--- config.mk ---
export PLATFORM = sky130hd
export DESIGN_NAME = pva_ram
export DESIGN_NICKNAME = d
export VERILOG_FILES = /design/src/rtl/pva_ram.sv
export SDC_FILE = /design/constraint.sdc
export NUM_CORES = 1
export LEC_CHECK = 0
export CORE_MARGIN = 5
export CORE_UTILIZATION = 40
export DETAILED_ROUTE_END_ITERATION = 7
export DONT_BUFFER_PORTS = 1
export GPL_ROUTABILITY_DRIVEN = 0
export PLACE_DENSITY = 0.55
export SYNTH_ARGS = -nofsm -noshare
export SYNTH_HDL_FRONTEND = slang
export SYNTH_SLANG_ARGS = --single-unit
--- constraint.sdc ---
create_clock -name clk -period 3.6 [get_ports clk]
set_input_delay 0.18 -clock clk [delete_from_list [all_inputs] [get_ports clk]]
set_output_delay 0.18 -clock clk [all_outputs]
set_load 0.02 [all_outputs]
--- src/rtl/pva_ram.sv ---
`timescale 1ns / 1ps
// ----------------------------------------------------------------------------
// pva_ram
// Simple dual-port RAM, one write port and one registered read port.
// ----------------------------------------------------------------------------
module pva_ram #(
	parameter int W = 8,
	parameter int D = 16
) (
	input  logic                              clk,
	input  logic                              we,
	input  logic [((D > 1) ? $clog2(D) : 1)-1:0] waddr,
	input  logic [W-1:0]                      wdata,
	input  logic                              re,
	input  logic [((D > 1) ? $clog2(D) : 1)-1:0] raddr,
	output logic [W-1:0]                      rdata
);

	logic [W-1:0] mem [D];

	always_ff @(posedge clk) begin
		if (we) begin
			mem[waddr] <= wdata;
		end
		if (re) begin
			rdata <= mem[raddr];
		end
	end

endmodule

==> results.tsv <==
stage	metric	value	unit
yosys	ys_ff_latch	136	
timing	period_share	44.64	%
yosys	yosysTopAreaCellShare	78.12	%
yosys	synth_most_common_cell	edfxtp_1	
yosys	syn-cell-area	5228	um^2
grt	grtUsageMet1	17.45	%
pwr	p_leak	1.902	nW
status	status	finished clean	
clock_tree	htree_levels	4	
route	dr_total_vias	2278	
yosys	synth_ff_type	edfxtp_1	
clock_tree	clock-sinks	136	
timing	finalMaxSlewViolations	0	
worst_setup_path	crit_fanout	1	
layout	antenna_cells	0	
worst_setup_path	crit_path_start_kind	register	
route	postRouteAntennaNets	0	
pwr	power_density	583.3	nW/um^2
worst_setup_path	cp_slowest_cell	mux4_1	
worst_setup_path	path_class	register to register	
clock_tree	clk_pin_slew_worst_paths	50	ps
grt	grt_use_met3	4.717	%
timing	timing.final.crit_period	1607	ps
timing	fin_tns_setup	0	ps
timing	rsz0062_at_grt	false	
clock_tree	post_cts_resized	0	
route	drc	0	
yosys	yosys_warnings	0	
grt	grt_first_pass_wirelength	14.92	mm
pwr	vdd_drop_max	0.4702	mV
grt	first_global_vias	2379	
hold_path	hold_path_class	primary input to register	
yosys	yosys-top-cells-area	edfxtp_1, mux4_2, mux4_1	
grt	grt-busiest-layer	met2	
timing	fmax	0.6222	GHz
route	wl_per_cell	23.38	um
worst_setup_path	crit_family	multiplexers	
worst_setup_path	cp.required	3740	ps
yosys	synth_edf_count	136	
grt	grt_usage	13.77	%
placement	dpl.hpwl	6.122	mm
clock_tree	cts_tree	yes	
layout	drive_gt1_share	15.56	%
worst_setup_path	crit_path_end_kind	register	
clock_tree	root_buffer	clkbuf_16	
grt	grt_util_met2	21.41	%
job	cap_violations	0	
yosys	synthArstFlopShare	0	%
floorplan	start_util	41.09	%
grt	grt_max_degree	33	
yosys	synth_common_cells	edfxtp_1, mux4_2, a22oi_1	
floorplan	placementRows	41	
grt	antenna_found_initial	0	
placement	dp_cells	392	
layout	final_nets	267	
timing	slew_headroom	16.59	%
grt	grt-ovfl-total	0	
worst_setup_path	cp.buffers_inverters	0	
yosys	yosysTopAreaCell	edfxtp_1	
placement	portBuffers	0	
clock_tree	clk_latency	410	ps
route	drtPass1Iterations	4	
yosys	seq_area_frac_synth	78.12	%
layout	final_cell_count_no_fill	429	
yosys	synth.avg_cell_area	22.83	um^2
timing	setup_viol	0	
floorplan	io_pins	27	
yosys	ys_types	18	
floorplan	design.core.area	12720	um^2
route	viasPerCell	5.310	
layout	syn2layout_area_growth	14.29	%
route	wirelength	10.03	mm
floorplan	die_x	124.3	um
yosys	netlist_instances	229	
worst_setup_path	critical-path-max-stage-delay	540	ps
clock_tree	cts.path.max_buffers	2	
layout	final_core_util	46.96	%
route	drtIter0Drc	113	
timing	fin_worst_skew	4.270	ps
worst_setup_path	crit_arrival	1750	ps
floorplan	dieArea	15460	um^2
floorplan	die_h	124.3	um
timing	worst_pin_slew	1242	ps
worst_setup_path	worstPathCellList	mux4_1 > a22oi_1 > nand2_1	
yosys	synth_nets	248	
timing	hold_viol	0	
clock_tree	cts_buffers	17	
-- state kept, by name, summed over array words and instances, names as in the netlist --
signal  cells
rdata       8
mem       128
-- repair_timing --
action | 4_1_cts | 5_1_grt
setup endpoints to repair | 0 | 0
hold buffers | 9 | 0
setup buffers | 0 | 0
hold endpoints to repair | 136 | 0
-- worst reg2reg max path, stage by stage, from the launching register on --
cell and delay (ps):
edfxtp_1 350, mux4_1 540, a22oi_1 320, nand2_1 130
-- metrics by stage --
| step | setup slack (ps) | hold slack, ps | total power (W) | area (um^2) |
|---|---|---|---|---|
| 6_report | 1993 | 130.2 | 0.003485 | 5974 |
| 5_1_grt | 1927 | 115.8 | 0.003607 | 5974 |
| 4_1_cts | 1992 | 116.6 | 0.003523 | 5974 |
| 3_5_place_dp | 1593 | 280.0 | 0.001935 | 5364 |
| 3_3_place_gp | 1689 | 280.0 | 0.001933 | 5364 |
| 2_1_floorplan | 1927 | 278.9 | 0.001924 | 5228 |
-- power breakdown --
group | internal (W) | leakage (nW) | switching (W)
Sequential | 0.00179 | 1.24 | 0.0000178
Clock | 0.000987 | 0.253 | 0.000566
Combinational | 0.0000566 | 0.412 | 0.0000694
-- layout make-up --
cell class / count / area, um^2
clock buffer: 20 / 436.7
clock inverter: 8 / 83.83
sequential: 136 / 4084
tap: 172 / 215.2
timing repair buffer: 10 / 97.59
fill: 1090 / 6748
multi-input combinational: 83 / 1057
-- worst paths after layout --
| kind | endpoint | depth (start not counted) | from | slack [ps] |
|---|---|---|---|---|
| worst min register to register | rdata[1] | 3 | mem[14][1] | 740 |
| worst min-delay path | mem[0][6] | 1 | waddr[0] | 130 |
| worst max register to register | rdata[5] | 3 | mem[1][5] | 1990 |
| worst max-delay path | rdata[5] | 3 | mem[1][5] | 1990 |
-- layout by cell type, fill, tap and decap left out, types with 2 or more instances in the layout --
cell type	Yosys	routed
nand2b_1	2	2
dlygate4sd3_1	0	9
a22oi_1	16	16
clkinv_1	0	5
edfxtp_1	136	136
mux4_1	14	14
mux4_2	18	18
nor2_1	13	13
nor3_1	4	4
nand2_1	9	9
nand3b_1	2	2
clkbuf_1	0	3
clkbuf_16	0	17
bufinv_16	0	2
-- logic make-up (layout without fill, tap and decap cells) --
| kind of cell | count (synthesis) | in the layout | share of synthesized area, % |
|---|---|---|---|
| AO/OA/AOI/OAI | 16 | 16 | 2.298 |
| buffers and inverters | 10 | 38 | 1.651 |
| flip-flops | 136 | 136 | 78.12 |
| multiplexers | 32 | 32 | 14.79 |
| AND/OR/NAND/NOR | 35 | 35 | 3.136 |
-- per-layer routing --
metal | share of wire (%) | wire [um] | vias up
met5 | 0 | 0 | -
met4 | 2.1 | 206 | 0
met3 | 4.9 | 490 | 14
met2 | 50 | 4984 | 63
met1 | 43 | 4349 | 1182
li1 | - | - | 1019
(Power assumes the default switching activity.)
